===== src/rtl/core/rmn_pkg.sv =====
// Shared types and constants for the RGB max normalizer.
package rmn_pkg;

  localparam int unsigned CHAN_W    = 16;
  localparam int unsigned NUM_CHAN  = 3;
  localparam int unsigned PIX_W     = CHAN_W * NUM_CHAN;
  localparam int unsigned ACT_W     = 2;
  localparam int unsigned DIV_STEPS = CHAN_W;
  localparam int unsigned CNT_W     = $clog2(DIV_STEPS);

  localparam logic [ACT_W-1:0] ACT_RESTART = 2'd0;
  localparam logic [ACT_W-1:0] ACT_MEASURE = 2'd1;
  localparam logic [ACT_W-1:0] ACT_SCALE   = 2'd2;

  typedef enum logic [1:0] {
    ST_IDLE,
    ST_DIV,
    ST_HOLD
  } state_e;

  typedef struct packed {
    logic load_max;
    logic update_max;
    logic start_div;
    logic step_div;
    logic load_out;
  } cmd_t;

endpackage


===== src/rtl/core/rgb_max_normalizer_top.sv =====
// Top level of the RGB max normalizer: controller, datapath and checks.
//
// The host streams a pixel range twice over the slave channel. tuser holds
// the action: 0 measures and restarts the running maximum, 1 measures, 2
// scales the pixel and emits it, 3 is dropped. tdata holds red, green, blue.
// After a measure transfer the block is ready again on the next cycle. A
// scale transfer runs three restoring dividers in parallel for 16 steps,
// one quotient bit per cycle, then loads the output register when it is
// empty or being taken; the input is not ready until then. Each output
// channel is floor(c*65535/max), saturated to 65535, or 0 when the
// maximum is 0. The result waits in the output register on the master
// channel; a new transfer can be taken meanwhile, but a following scale
// result is held in the dividers until the receiver takes the previous one.
// Reset clears the running maximum to 0 and empties the output register.
module rgb_max_normalizer_top (
  input  logic                      clk_i,
  input  logic                      rst_ni,
  input  logic                      s_axis_tvalid_i,
  output logic                      s_axis_tready_o,
  input  logic [rmn_pkg::PIX_W-1:0] s_axis_tdata_i,  // red_in, green_in, blue_in
  input  logic [rmn_pkg::ACT_W-1:0] s_axis_tuser_i,  // action
  output logic                      m_axis_tvalid_o,
  input  logic                      m_axis_tready_i,
  output logic [rmn_pkg::PIX_W-1:0] m_axis_tdata_o   // red_out, green_out, blue_out
);

  rmn_pkg::cmd_t cmd;

  rmn_ctrl u_ctrl (
    .clk_i       (clk_i),
    .rst_ni      (rst_ni),
    .in_valid_i  (s_axis_tvalid_i),
    .in_action_i (s_axis_tuser_i),
    .in_ready_o  (s_axis_tready_o),
    .out_valid_o (m_axis_tvalid_o),
    .out_ready_i (m_axis_tready_i),
    .cmd_o       (cmd)
  );

  rmn_datapath u_datapath (
    .clk_i  (clk_i),
    .rst_ni (rst_ni),
    .cmd_i  (cmd),
    .pix_i  (s_axis_tdata_i),
    .pix_o  (m_axis_tdata_o)
  );

  a_scale_busy: assert property (@(posedge clk_i) disable iff (!rst_ni)
    (s_axis_tvalid_i && s_axis_tready_o && (s_axis_tuser_i == rmn_pkg::ACT_SCALE))
    |=> !s_axis_tready_o)
    else $error("scale transfer did not start the divider");

  a_measure_ready: assert property (@(posedge clk_i) disable iff (!rst_ni)
    (s_axis_tvalid_i && s_axis_tready_o && (s_axis_tuser_i != rmn_pkg::ACT_SCALE))
    |=> s_axis_tready_o)
    else $error("measure transfer stalled the input");

  a_out_from_div: assert property (@(posedge clk_i) disable iff (!rst_ni)
    $rose(m_axis_tvalid_o) |-> $past(!s_axis_tready_o))
    else $error("result appeared without a division");

  a_div_length: assert property (@(posedge clk_i) disable iff (!rst_ni)
    (s_axis_tvalid_i && s_axis_tready_o && (s_axis_tuser_i == rmn_pkg::ACT_SCALE))
    |=> ##16 !s_axis_tready_o)
    else $error("division ended early");

endmodule


===== src/rtl/core/rmn_ctrl.sv =====
// Controller state machine: handshakes, division step count, output valid.
module rmn_ctrl (
  input  logic                      clk_i,
  input  logic                      rst_ni,
  input  logic                      in_valid_i,
  input  logic [rmn_pkg::ACT_W-1:0] in_action_i,
  output logic                      in_ready_o,
  output logic                      out_valid_o,
  input  logic                      out_ready_i,
  output rmn_pkg::cmd_t             cmd_o
);

  rmn_pkg::state_e                state_q, state_d;
  logic [rmn_pkg::CNT_W-1:0]      cnt_q, cnt_d;
  logic                           out_valid_q, out_valid_d;
  logic                           last_step;

  assign last_step = (cnt_q == rmn_pkg::CNT_W'(rmn_pkg::DIV_STEPS - 1));

  always_comb begin
    state_d = state_q;
    case (state_q)
      rmn_pkg::ST_IDLE: begin
        if (in_valid_i && (in_action_i == rmn_pkg::ACT_SCALE)) begin
          state_d = rmn_pkg::ST_DIV;
        end
      end
      rmn_pkg::ST_DIV: begin
        if (last_step) begin
          state_d = rmn_pkg::ST_HOLD;
        end
      end
      rmn_pkg::ST_HOLD: begin
        if (!out_valid_q || out_ready_i) begin
          state_d = rmn_pkg::ST_IDLE;
        end
      end
      default: state_d = rmn_pkg::ST_IDLE;
    endcase
  end

  always_comb begin
    cmd_o      = '0;
    in_ready_o = 1'b0;
    cnt_d      = cnt_q;
    case (state_q)
      rmn_pkg::ST_IDLE: begin
        in_ready_o = 1'b1;
        cnt_d      = '0;
        if (in_valid_i) begin
          case (in_action_i)
            rmn_pkg::ACT_RESTART: cmd_o.load_max   = 1'b1;
            rmn_pkg::ACT_MEASURE: cmd_o.update_max = 1'b1;
            rmn_pkg::ACT_SCALE:   cmd_o.start_div  = 1'b1;
            default:              cmd_o            = '0;
          endcase
        end
      end
      rmn_pkg::ST_DIV: begin
        cmd_o.step_div = 1'b1;
        cnt_d          = cnt_q + 1'b1;
      end
      rmn_pkg::ST_HOLD: begin
        cmd_o.load_out = !out_valid_q || out_ready_i;
      end
      default: cmd_o = '0;
    endcase
  end

  always_comb begin
    out_valid_d = out_valid_q;
    if (out_ready_i) begin
      out_valid_d = 1'b0;
    end
    if (cmd_o.load_out) begin
      out_valid_d = 1'b1;
    end
  end

  assign out_valid_o = out_valid_q;

  always_ff @(posedge clk_i or negedge rst_ni) begin
    if (!rst_ni) begin
      state_q     <= rmn_pkg::ST_IDLE;
      cnt_q       <= '0;
      out_valid_q <= 1'b0;
    end else begin
      state_q     <= state_d;
      cnt_q       <= cnt_d;
      out_valid_q <= out_valid_d;
    end
  end

endmodule


===== src/rtl/core/rmn_datapath.sv =====
// Datapath: running maximum, three bit-serial restoring dividers, output register.
module rmn_datapath (
  input  logic                      clk_i,
  input  logic                      rst_ni,
  input  rmn_pkg::cmd_t             cmd_i,
  input  logic [rmn_pkg::PIX_W-1:0] pix_i,
  output logic [rmn_pkg::PIX_W-1:0] pix_o
);

  localparam int unsigned W = rmn_pkg::CHAN_W;
  localparam int unsigned N = rmn_pkg::NUM_CHAN;

  logic [W-1:0] chan   [N];
  logic [W-1:0] pix_max;
  logic [W-1:0] max_q, max_d;

  logic [W-1:0]   rem_q [N];
  logic [W-1:0]   rem_d [N];
  logic [W-1:0]   low_q [N];
  logic [W-1:0]   low_d [N];
  logic [N-1:0]   sat_q, sat_d;
  logic           zero_q, zero_d;
  logic [2*W-1:0] num   [N];
  logic [W:0]     trial [N];
  logic           fits  [N];
  logic [W-1:0]   res   [N];
  logic [rmn_pkg::PIX_W-1:0] out_q, out_d;

  always_comb begin
    for (int i = 0; i < N; i++) begin
      chan[i] = pix_i[i*W +: W];
    end
    pix_max = (chan[0] > chan[1]) ? chan[0] : chan[1];
    pix_max = (pix_max > chan[2]) ? pix_max : chan[2];
  end

  always_comb begin
    max_d = max_q;
    if (cmd_i.load_max) begin
      max_d = pix_max;
    end else if (cmd_i.update_max && (pix_max > max_q)) begin
      max_d = pix_max;
    end
  end

  // c*65535 = (c << 16) - c; quotient bits shift into the low word
  always_comb begin
    zero_d = zero_q;
    sat_d  = sat_q;
    for (int i = 0; i < N; i++) begin
      num[i]   = {chan[i], {W{1'b0}}} - {{W{1'b0}}, chan[i]};
      trial[i] = {rem_q[i], low_q[i][W-1]};
      fits[i]  = (trial[i] >= {1'b0, max_q});
      rem_d[i] = rem_q[i];
      low_d[i] = low_q[i];
      if (cmd_i.start_div) begin
        rem_d[i] = num[i][2*W-1:W];
        low_d[i] = num[i][W-1:0];
        sat_d[i] = (chan[i] >= max_q);
      end else if (cmd_i.step_div) begin
        rem_d[i] = fits[i] ? W'(trial[i] - {1'b0, max_q}) : trial[i][W-1:0];
        low_d[i] = {low_q[i][W-2:0], fits[i]};
      end
      if (zero_q) begin
        res[i] = '0;
      end else if (sat_q[i]) begin
        res[i] = {W{1'b1}};
      end else begin
        res[i] = low_q[i];
      end
    end
    if (cmd_i.start_div) begin
      zero_d = (max_q == '0);
    end
  end

  always_comb begin
    out_d = out_q;
    if (cmd_i.load_out) begin
      for (int i = 0; i < N; i++) begin
        out_d[i*W +: W] = res[i];
      end
    end
  end

  assign pix_o = out_q;

  always_ff @(posedge clk_i or negedge rst_ni) begin
    if (!rst_ni) begin
      max_q <= '0;
    end else begin
      max_q <= max_d;
    end
  end

  always_ff @(posedge clk_i) begin
    for (int i = 0; i < N; i++) begin
      rem_q[i] <= rem_d[i];
      low_q[i] <= low_d[i];
    end
    sat_q  <= sat_d;
    zero_q <= zero_d;
    out_q  <= out_d;
  end

endmodule


===== config.mk =====
export PLATFORM = sky130hd
export DESIGN_NAME = rgb_max_normalizer_top
export DESIGN_NICKNAME = d
export VERILOG_FILES = /design/src/rtl/core/rmn_pkg.sv /design/src/rtl/core/rgb_max_normalizer_top.sv /design/src/rtl/core/rmn_ctrl.sv /design/src/rtl/core/rmn_datapath.sv
export SDC_FILE = /design/constraint.sdc
export NUM_CORES = 1
export LEC_CHECK = 0
export BUFFER_PORTS_ARGS = -buffer_cell sky130_fd_sc_hd__buf_2
export CORE_MARGIN = 3
export CORE_UTILIZATION = 55
export CTS_BUF_LIST = sky130_fd_sc_hd__clkbuf_16
export CTS_CLUSTER_SIZE = 14
export DETAILED_ROUTE_END_ITERATION = 6
export GPL_TIMING_DRIVEN = 0
export PLACE_DENSITY = 0.81
export SYNTH_ARGS = -nofsm -noshare
export SYNTH_HDL_FRONTEND = slang
export SYNTH_SLANG_ARGS = --single-unit

===== constraint.sdc =====
create_clock -name clk_i -period 4.39 [get_ports clk_i]
set_input_delay 0.439 -clock clk_i [delete_from_list [all_inputs] [get_ports clk_i]]
set_output_delay 0.439 -clock clk_i [all_outputs]
set_load 0.05 [all_outputs]

Word level (Yosys, flattened, before mapping)
Memories as Yosys holds them, arrays and structs flattened.
Cells that the tools add are included.
{"block": "classes", "addsub": 7, "magnitude_cmp": 9, "eq_ne": 8, "n_mux": 37, "reduce_logical": 11}
{"op": "$mux 16", "count": 22}
{"op": "$sub 32x16->32", "count": 3}
{"op": "$ge 17x16->1", "count": 3}
{"op": "$ge 16x16->1", "count": 3}
{"op": "$gt 16x16->1", "count": 3}
{"op": "$sub 16x16->16", "count": 3}
{"op": "$logic_not 16->1", "count": 1}
{"op": "$pmux 4 s2", "count": 1}
{"op": "$mux 1", "count": 6}
{"op": "$mux 2", "count": 3}
{"op": "$ne 2x1->1 const B", "count": 3}
{"op": "$pmux 2 s3", "count": 1}
{"op": "$reduce_bool 2->1", "count": 3}
{"op": "$mux 5", "count": 1}
{"op": "$add 4x1->4 const B", "count": 1}
{"op": "$eq 2x1->1 const B", "count": 2}
{"op": "$eq 2x2->1 const B", "count": 2}
{"op": "$eq 4x4->1 const B", "count": 1}
{"op": "$logic_not 2->1", "count": 2}
{"op": "$pmux 1 s2", "count": 2}
{"op": "$mux 3", "count": 1}
{"op": "$reduce_and 3->1", "count": 1}
{"op": "$logic_and 1x1->1", "count": 2}
{"op": "$logic_not 1->1", "count": 1}
{"op": "$logic_or 1x1->1", "count": 1}
{"block": "word_totals", "reg_bits": 75, "ramBits": 96, "inputBits": 54, "output_inout_bits": 50, "n_memories": 2}
{"memory": "u_datapath.low_q", "depth": 3, "width": 16, "read_ports": 3, "rd_clocked_by_memory_dff": 0, "write_ports": 3, "line": "rmn_datapath.sv:19", "text": "logic [W-1:0] low_q [N];"}
{"memory": "u_datapath.rem_q", "depth": 3, "width": 16, "read_ports": 3, "rd_clocked_by_memory_dff": 0, "write_ports": 3, "line": "rmn_datapath.sv:17", "text": "logic [W-1:0] rem_q [N];"}

Depth between registers and ports, before layout
Gate-level depths: netlist of run 1.
{"block": "depth", "depth_word": 8, "ltp_mapped": 27}

By module
Synthesis of run 1 repeated with hierarchy kept, for this count alone.
{"block": "unflattened", "hier_cells": 1410, "hier_area_um2": 13640.6}
{"module": "rmn_datapath", "instances": 1, "cells_each": 1374, "area_each_um2": 13259.0, "seq_area_each_um2": 4844.6}
{"module": "rmn_ctrl", "instances": 1, "cells_each": 36, "area_each_um2": 381.6, "seq_area_each_um2": 175.2}

Worst setup path before layout of run 1
OpenSTA, ideal clock, no wires.
{"block": "synth_path", "kind": "input port to flip-flop", "startpoint": "input port s_axis_tdata_i[21] (netlist bit)", "endpoint": "register u_datapath.max_q[10]", "t_arrival_ns": 5.987, "required_time_ns": 4.265, "path_slack_ns": -1.722, "stages": 24, "n_path_buf": 5, "cell_sequence": "clkbuf_1 -> inv_1 -> ha_1 -> a211o_1 -> o211ai_1 -> a31oi_1 -> o31a_1 -> buf_6 -> buf_12 -> mux2_4 -> ha_1 -> nand4_1 -> a2111oi_0 -> nor3_1 -> a21oi_2 -> buf_2 -> mux2_4 -> ha_1 -> a21oi_1 -> o21ai_0 -> a221o_1 -> o21ai_1 -> clkbuf_1 -> mux2_2"}
{"block": "synth_via", "elab_chain_len": 7}
{"element": "start, declared", "line": "rgb_max_normalizer_top.sv:20", "text": "input logic [rmn_pkg::PIX_W-1:0] s_axis_tdata_i,"}
{"element": "$gt 16x16->1", "line": "rmn_datapath.sv:33", "text": "pix_max = (chan[0] > chan[1]) ? chan[0] : chan[1];"}
{"element": "$mux 16 *", "line": "rmn_datapath.sv:33"}
{"element": "$gt 16x16->1", "line": "rmn_datapath.sv:34", "text": "pix_max = (pix_max > chan[2]) ? pix_max : chan[2];"}
{"element": "$mux 16 *", "line": "rmn_datapath.sv:34"}
{"element": "$gt 16x16->1", "line": "rmn_datapath.sv:41", "text": "end else if (cmd_i.update_max && (pix_max > max_q)) begin"}
{"element": "$logic_and 1x1->1", "line": "rmn_datapath.sv:41"}
{"element": "$reduce_bool 2->1 (no line)"}
{"element": "end signal, assigned", "line": "rmn_datapath.sv:92", "text": "max_q <= max_d;"}
{"element": "end, declared", "line": "rmn_datapath.sv:15", "text": "logic [W-1:0] max_q, max_d;"}
Mark *: on every way between the ends. The rest lies on a longest branch, timed or not. The select of a mux whose other input is x is not followed.
A chain may end at the register's enable or synchronous reset.

Worst setup path in the final report of run 1
{"block": "layout_path", "startpoint": "input port s_axis_tdata_i[30] (netlist bit)", "endpoint": "register u_datapath.max_q[8]"}
Same word-level chain as after synthesis.

==> metrics.md, run 1 <==
| Metric | Value |
|---|---|
| Outcome | `complete, but fails checks` |
| Failing checks | `design-rule violations, negative setup slack` |
| Startpoint types | `input pin` |
| CTS buffer count | `17` |
| Final setup vio count | `16` |
| Slew margin rel. | `about 25%` |
| Setup ws final | `-1.12 ns` |
| Period minus WS final | `approximately 5.5 ns` |
| FMAX | `around 180 MHz` |
| RSZ-0062 raised after global routing | `true` |
| Post-synth EDFFs | `~150` |
| GRT overflow | `0` |
| Die span in x | `between 150 and 200 µm` |
| Actual slew at the worst max-slew pin | `between 1 and 1.5 ns` |
| Overall Power | `approximately 13000 µW` |
| Worst-path clk slew | `0.08 ns` |
| Avg Inst Size Synth | `roughly 9.5 µm²` |
| Placed cell count | `between 1500 and 2000` |
| H-Tree Depth | `4` |
| Final period util | `125%` |
| Initial Util | `a little under three fifths` |
| Chip height | `around 160 µm` |
| CP max stage cell | `nor4_4` |
| Filler cell count | `1731` |
| Clk sinks | `171` |
| Antenna Cells | `0` |
| First-pass GRT wire length | `approximately 70000 µm` |
| 1st-iter DRT viols | `approximately 1800` |
| Hpwl dp | `between 30000 and 40000 µm` |
| WP buf/inv | `7` |
| Top cells by area, synth | `edfxtp_1, ha_1, nor2_1` |
| Total GRT Usage | `33.8%` |
| DIE AREA | `approximately 26000 µm²` |
| Max stage delay on crit path | `0.36 ns` |
| Largest net degree at the start of global routing | `54` |
| Ys async rst share | `between 10 and 15%` |
| Max-cap viol count | `0` |
| Crit Path Max Fanout | `8` |
| Final net count | `approximately 1800` |
| Top-count cell post-synth | `nor2_1` |
| CTS tree | `yes` |
| Vias post-DR | `roughly 13000` |
| Initial antenna violation count | `1` |
| Leak | `approximately 0.0068 µW` |
| Crit path DAT | `between 5 and 6 ns` |
| Worst skew pair latency | `around 0.45 ns` |
| Final WL | `between 40000 and 50000 µm` |
| Power Dens Cells | `794 nW/µm²` |
| Vias per cell | `about 6.7` |
| # rows | `56` |
| Ratio of cells with drive above 1 in the final layout | `19.5%` |
| Delay-heaviest family, CP | `compound AO/OA/AOI/OAI gates` |
| Clock skew | `around 0.011 ns` |
| Worst setup EP type | `flip-flop` |
| DRC viols | `1` |
| Synth Flop Type | `edfxtp_1` |
| Biggest area consumer among synthesized cells | `edfxtp_1` |
| Post-Route Utilization | `between 60 and 70%` |
| Yosys warning count | `0` |
| Synth cell types | `just over 70` |
| Worst IR Drop VDD | `544 µV` |
| Worst path required time | `around 4.7 ns` |
| Core ar. | `around 24000 µm²` |
| Vias in the first global route | `12114` |
| IO Pins | `about 100` |
| Cell Area, Synth | `13300 µm²` |
| GPL Wtd Cong | `about 1.0` |
| Clk buf depth | `2` |
| Share of the synthesized area in the top cell type | `around 33%` |
| Layout Cells excl Fill | `about 1900` |
| Antenna viol nets, final | `0` |
| Worst hold path type | `in -> reg` |
| Clk root buf | `clkbuf_16` |
| Post-synth top cells | `nor2_1, edfxtp_1, ha_1` |
| Router iterations before antenna repair | `7` |
| Setup TNS | `-17.62 ns` |
| I/O Buffers | `~100` |
| Yosys reg bits | `171` |
| Slew Viols, Final | `0` |
| Synthesis-to-finish area growth | `21.2%` |
| Final hold vios | `0` |
| Post-synthesis cell count | `between 1000 and 1500` |
| WS Path Type | `in -> reg` |
| Sequential fraction of the synthesis area | `a little under two fifths` |
| WL/cell | `between 20 and 25 µm` |
| Syn_nets | `approximately 1600` |
## state kept, by name, summed over array words and instances, names as in the netlist
signal,cells
u_ctrl.cnt_q,4
u_ctrl.out_valid_o,1
u_ctrl.state_q,2
u_datapath.low_q,48
u_datapath.max_q,16
u_datapath.pix_o,48
u_datapath.rem_q,48
u_datapath.sat_q,3
u_datapath.zero_q,1
## layout by cell type, fill, tap and decap left out, drive strengths merged, types with 9 or more instances in the layout
master | Yosys | layout
nor4 | 16 | 16
buf | 10 | 154
edfxtp | 148 | 148
o21ai | 87 | 87
nor2 | 169 | 169
dfrtp | 23 | 23
xnor2 | 48 | 48
a211oi | 20 | 20
xor2 | 19 | 19
mux2i | 34 | 34
clkbuf | 44 | 62
o211ai | 9 | 9
nor3 | 39 | 39
o21a | 16 | 16
or3 | 9 | 9
nand3 | 35 | 35
nand2b | 16 | 16
nor2b | 20 | 20
inv | 63 | 70
ha | 148 | 148
a21o | 23 | 23
o31ai | 15 | 15
mux2 | 49 | 49
a21oi | 88 | 88
nand2 | 112 | 112
a31oi | 14 | 14
nand4 | 27 | 27
## metal layers
layer / share of wire, % / global-route usage (%) / up-vias / routed length (µm)
met5: 0.029 / 0 / - / 13
met4: 5.8 / 16.4 / 2 / 2640
met3: 12 / 7.65 / 251 / 5220
met2: 45 / 53.6 / 919 / 20500
met1: 37 / 44.0 / 5888 / 17000
li1: - / - / 5567 / -
## worst register-to-register path: stages (launching register included)
cell      delay, ns
dfrtp_1        0.34
clkbuf_1       0.28
nor2_1         0.14
nand4b_1       0.51
clkbuf_1       0.54
clkbuf_1       0.76
nand2_4        0.64
buf_16         0.42
## logic make-up (layout without fill, tap and decap cells)
logic type                 after synthesis  after routing  share of synthesized area (%)
and+or+nand+nor                        475            475                           16.7
AOI/OAI and AO/OA                      337            337                           16.2
buffers and inverters                  117            294                           3.57
xor gates and xnor gates                67             67                           4.40
muxes                                   83             83                           7.14
adders and majority gates              151            151                           14.3
DFF                                    171            171                           37.7
## through the flow
stage,cell area (µm²),hold slack (ns),worst slack (ns)
6_report,16100,0.309,-1.12
2_1_floorplan,13600,0.143,-0.936
5_1_grt,16100,0.317,-1.21
3_5_place_dp,14600,0.448,-1.72
3_3_place_gp,14500,0.434,-1.69
4_1_cts,15900,0.307,-0.803
## path summary, 6_finish.rpt
check / from / endpoint / slack, ns / depth (start not counted)
max: s_axis_tdata_i[30] / u_datapath.max_q[8]$_DFFE_PN0P_ / -1.12 / 25
min: m_axis_tready_i / u_ctrl.out_valid_o$_DFFE_PN0P_ / 0.31 / 3
max reg2reg: u_ctrl.state_q[1]$_DFFE_PN0P_ / u_datapath.low_q[0][30]$_DFFE_PP_ / 0.42 / 7
min reg2reg: u_ctrl.cnt_q[1]$_DFFE_PN0P_ / u_ctrl.cnt_q[1]$_DFFE_PN0P_ / 0.52 / 2
max in group asynchronous: rst_ni / u_datapath.max_q[13]$_DFFE_PN0P_ / 3.52 / 2
min in group asynchronous: rst_ni / u_ctrl.cnt_q[1]$_DFFE_PN0P_ / 0.50 / 2
## final cells by class
| type | count | area (µm²) | share of cell area [%] |
|---|---|---|---|
| Multi-Input combinational cell | 1113 | 8470 | 52.4 |
| Clock buffer | 17 | 425 | 2.63 |
| Sequential cell | 171 | 5020 | 31.1 |
| Tap cell | 319 | 399 | 2.47 |
| Buffer | 53 | 267 | 1.65 |
| Timing Repair Buffer | 147 | 1150 | 7.10 |
| Inverter | 63 | 264 | 1.63 |
| Clock inverter | 14 | 163 | 1.01 |
## report_power, final
part           internal (µW)  total, µW  switching (µW)
clock                    852       1580             726
combinational           3360       7970            4620
sequential              2840       3270             435
total                   7040      12800            5780
## timing repair
| item | in CTS | in global routing |
|---|---|---|
| hold buffers | 1 | 0 |
| resized for setup | 108 | 45 |
| endpoints found under the hold margin | 23 | 0 |
| pin swaps | 29 | 24 |
| gates cloned | 3 | 0 |
| setup endpoints to repair | 16 | 16 |
| setup buffers | 29 | 10 |
(Power assumes the default switching activity.)
==> inputs of run 2 (changes only) <==
- ABC_AREA: default -> 1
- CORE_UTILIZATION: 55 -> 45
- PLACE_DENSITY: 0.81 -> 0.69
- SLEW_MARGIN: default -> 20
==> run 2 against run 1 <==
Compared with the run above: the flow now finishes without violations; synthesized cell count grew 33%; final area rose by 6.6%; clock power decreased by 3%; sequential power shrank 2%; synthesized area is 7.0% higher; critical path depth rose by 7; first-iteration DRC count decreased by 7.8%; setup slack gained 1.1 ns; flip-flop and latch count unchanged; critical endpoint is now u_datapath.max_q[12]$_DFFE_PN0P_; largest cell class unchanged; highest routed layer is now met4.
==> metrics.md, run 2 <==
| Metric | Value |
|---|---|
| Die span in x | `184 µm (was 162 µm)` |
| Yosys warning count | `0 (unchanged)` |
| Sequential fraction of the synthesis area | `35.2% (was 37.7%)` |
| Worst skew pair latency | `0.45 ns (about the same)` |
| H-Tree Depth | `4 (unchanged)` |
| First-pass GRT wire length | `73300 µm (was 68000 µm)` |
| Post-synthesis cell count | `1867 (was 1401)` |
| Post-synth EDFFs | `148 (unchanged)` |
| Synth Flop Type | `edfxtp_1 (unchanged)` |
| Final setup vio count | `0 (was 16)` |
| Cell Area, Synth | `14300 µm² (was 13300 µm²)` |
| Vias post-DR | `14058 (was 12627)` |
| Cell area after layout | `17200 µm² (was 16100 µm²)` |
| I/O Buffers | `103 (unchanged)` |
| Post-Route Utilization | `55.7% (was 68.4%)` |
| Clk buf depth | `2 (unchanged)` |
| Max stage delay on crit path | `0.29 ns (was 0.36 ns)` |
| Synthesis-to-finish area growth | `20.7% (was 21.2%)` |
| Overall Power | `13600 µW (was 12800 µW)` |
| GPL Wtd Cong | `1.00 (was 1.01)` |
| Clk pwr share | `11.3% (was 12.3%)` |
| Setup ws final | `0.0154 ns (was -1.12 ns)` |
| 1st-iter DRT viols | `1660 (was 1801)` |
| Comb pwr share | `65.2% (was 62.2%)` |
| IO Pins | `104 (unchanged)` |
| Worst path required time | `4.71 ns (was 4.73 ns)` |
| Final hold vios | `0 (unchanged)` |
| WL/cell | `20.5 µm (was 23.9 µm)` |
| Final WL | `49700 µm (was 45400 µm)` |
| Slew Viols, Final | `0 (unchanged)` |
| Seq pwr share | `23.5% (was 25.5%)` |
| Final net count | `2222 (was 1771)` |
| Final period util | `99.6% (was 125%)` |
| Vias in the first global route | `13463 (was 12114)` |
| CTS buffer count | `17 (unchanged)` |
| Synth cell types | `48 (was 72)` |
| Yosys reg bits | `171 (unchanged)` |
| Total GRT Usage | `28.3% (was 33.8%)` |
| Net Sw Frac | `49.4% (was 45.1%)` |
| Worst setup EP type | `flip-flop (unchanged)` |
| Syn_nets | `2072 (was 1606)` |
| CP max stage cell | `ha_1 (was nor4_4)` |
| Most frequent cells in the layout | `nand2_1, inv_1, nand3_1 (was nor2_1, edfxtp_1, ha_1)` |
| Chip height | `184 µm (was 162 µm)` |
| Hpwl dp | `36200 µm (was 31600 µm)` |
| Leak | `0.00774 µW (was 0.00679 µW)` |
| Crit path DAT | `4.69 ns (was 5.84 ns)` |
| CTS tree | `yes (unchanged)` |
| Top cells by area, synth | `edfxtp_1, nand2_1, ha_1 (was edfxtp_1, ha_1, nor2_1)` |
| Setup TNS | `0 ns (was -17.62 ns)` |
| Core ar. | `30900 µm² (was 23600 µm²)` |
| Post-synth top cells | `nand2_1, inv_1, nand3_1 (was nor2_1, edfxtp_1, ha_1)` |
| Initial Util | `46.1% (was 56.4%)` |
| Startpoint types | `input pin (unchanged)` |
| Router iterations before antenna repair | `6 (was 7)` |
| Outcome | `finished clean (was complete, but fails checks)` |
| Vias per cell | `5.79 (was 6.66)` |
| Sw power | `6730 µW (was 5780 µW)` |
| Commonest non-fill, non-tap cell in the layout | `nand2_1 (was nor2_1)` |
| Worst IR Drop VDD | `600 µV (was 544 µV)` |
| Period minus WS final | `4.37 ns (was 5.51 ns)` |
| Slew margin rel. | `29.2% (was 25.4%)` |
| Clk sinks | `171 (unchanged)` |
| Initial antenna violation count | `2 (was 1)` |
| Ratio of cells with drive above 1 in the final layout | `19.0% (was 19.5%)` |
| Ys async rst share | `13.5% (unchanged)` |
| Place WS | `-0.998 ns (was -1.72 ns)` |
| Crit path top cell by count | `nand2_1` |
| Clock skew | `0.0131 ns (was 0.0113 ns)` |
| Power Dens Cells | `790 nW/µm² (was 794 nW/µm²)` |
| Clk root buf | `clkbuf_16 (unchanged)` |
| Crit Path Max Fanout | `8 (unchanged)` |
| DIE AREA | `33900 µm² (was 26100 µm²)` |
| Avg Inst Size Synth | `7.64 µm² (was 9.51 µm²)` |
| Reg2Reg Setup Slack | `1.21 ns (was 0.42 ns)` |
| FMAX | `229 MHz (was 182 MHz)` |
| Max-cap viol count | `0 (unchanged)` |
| DRC viols | `0 (was 1)` |
| RSZ-0062 raised after global routing | `true (unchanged)` |
| Worst-path clk slew | `0.07 ns (was 0.08 ns)` |
| DP Area | `15400 µm² (was 14600 µm²)` |
| GRT overflow | `0 (unchanged)` |
| WS Path Type | `in -> reg (unchanged)` |
| Antenna viol nets, final | `0 (unchanged)` |
| # rows | `64 (was 56)` |
| Share of the synthesized area in the top cell type | `31.2% (was 33.3%)` |
| Actual slew at the worst max-slew pin | `1.06 ns (was 1.10 ns)` |
| Filler cell count | `2792 (was 1731)` |
| Worst hold path type | `in -> reg (unchanged)` |
| Biggest area consumer among synthesized cells | `edfxtp_1 (unchanged)` |
| Largest net degree at the start of global routing | `45 (was 54)` |
| Int Pwr | `6880 µW (was 7040 µW)` |
| Top-count cell post-synth | `nand2_1 (was nor2_1)` |
-- run 2: metal layers --
layer	vias to the layer above	part of all wire (%)	track usage (%)
met5	-	0	0
met4	0	5.0	13.2
met3	146	8.7	4.29
met2	670	45	45.7
met1	6623	41	37.5
li1	6619	-	-
-- run 2: cell families (layout without fill, tap and decap cells) --
logic type               after synthesis  after routing  synth area share [%]
AND/OR/NAND/NOR                      987            987                  31.3
AO/OA/AOI/OAI                        275            275                  10.6
buffers and inverters                242            405                  7.01
flip-flops                           171            171                  35.2
adder cells (fa/ha/maj)              151            151                  13.4
XOR/XNOR                              41             41                  2.52
other                                  0              1                     0
-- run 2: what timing repair did --
item	CTS	global route
buffers inserted	5	16
endpoints found under the hold margin	10	0
endpoints found under the setup margin	16	16
cloned	1	3
hold buffers	1	0
pin swaps	8	54
gates resized for setup	42	217
-- run 2: worst paths after layout --
kind | from | endpoint | depth (start not counted)
worst max-delay path | s_axis_tdata_i[9] | u_datapath.max_q[12]$_DFFE_PN0P_ | 32
worst min-delay path | m_axis_tready_i | u_ctrl.out_valid_o$_DFFE_PN0P_ | 2
worst max register to register | u_datapath.max_q[1]$_DFFE_PN0P_ | u_datapath.low_q[0][0]$_DFFE_PP_ | 13
worst min register to register | u_datapath.max_q[5]$_DFFE_PN0P_ | u_datapath.max_q[5]$_DFFE_PN0P_ | 2
max in group asynchronous | rst_ni | u_datapath.max_q[13]$_DFFE_PN0P_ | 2
min in group asynchronous | rst_ni | u_ctrl.out_valid_o$_DFFE_PN0P_ | 2
-- run 2: metrics by stage --
step | hold slack, ns | instances
floorplan | 0.143 | 1867
global placement | 0.461 | 2366
detailed placement | 0.465 | 2369
CTS | 0.172 | 2408
global route | 0.187 | 2426
finish | 0.178 | 2427
-- run 2: power groups by stage --
stage | Sequential [µW] | Combinational, µW | Clock (µW)
6_report | 3200 | 8870 | 1540
5_1_grt | 3250 | 9860 | 1620
4_1_cts | 3170 | 8410 | 1550
3_5_place_dp | 3200 | 8280 | 0
3_3_place_gp | 3270 | 8040 | 0
2_1_floorplan | 3440 | 5990 | 0
-- run 2: cell type report --
type	count	area [µm²]	area share, %
tap	396	495	2.88
buffer	43	303	1.76
timing repair buffer	131	1050	6.07
antenna	1	2.50	0.0145
clock buffer	18	450	2.62
sequential	171	5020	29.1
clock inverter	14	134	0.777
inverter	199	777	4.51
multi-input combinational	1454	8990	52.2
-- run 2: critical path: cells and delay by family --
| kind | cells | cell delay, ns |
|---|---|---|
| buffers and inverters | 6 | 0.71 |
| adders and majority gates | 3 | 0.85 |
| and+or+nand+nor | 20 | 2.23 |
| AOI/OAI and AO/OA | 3 | 0.45 |
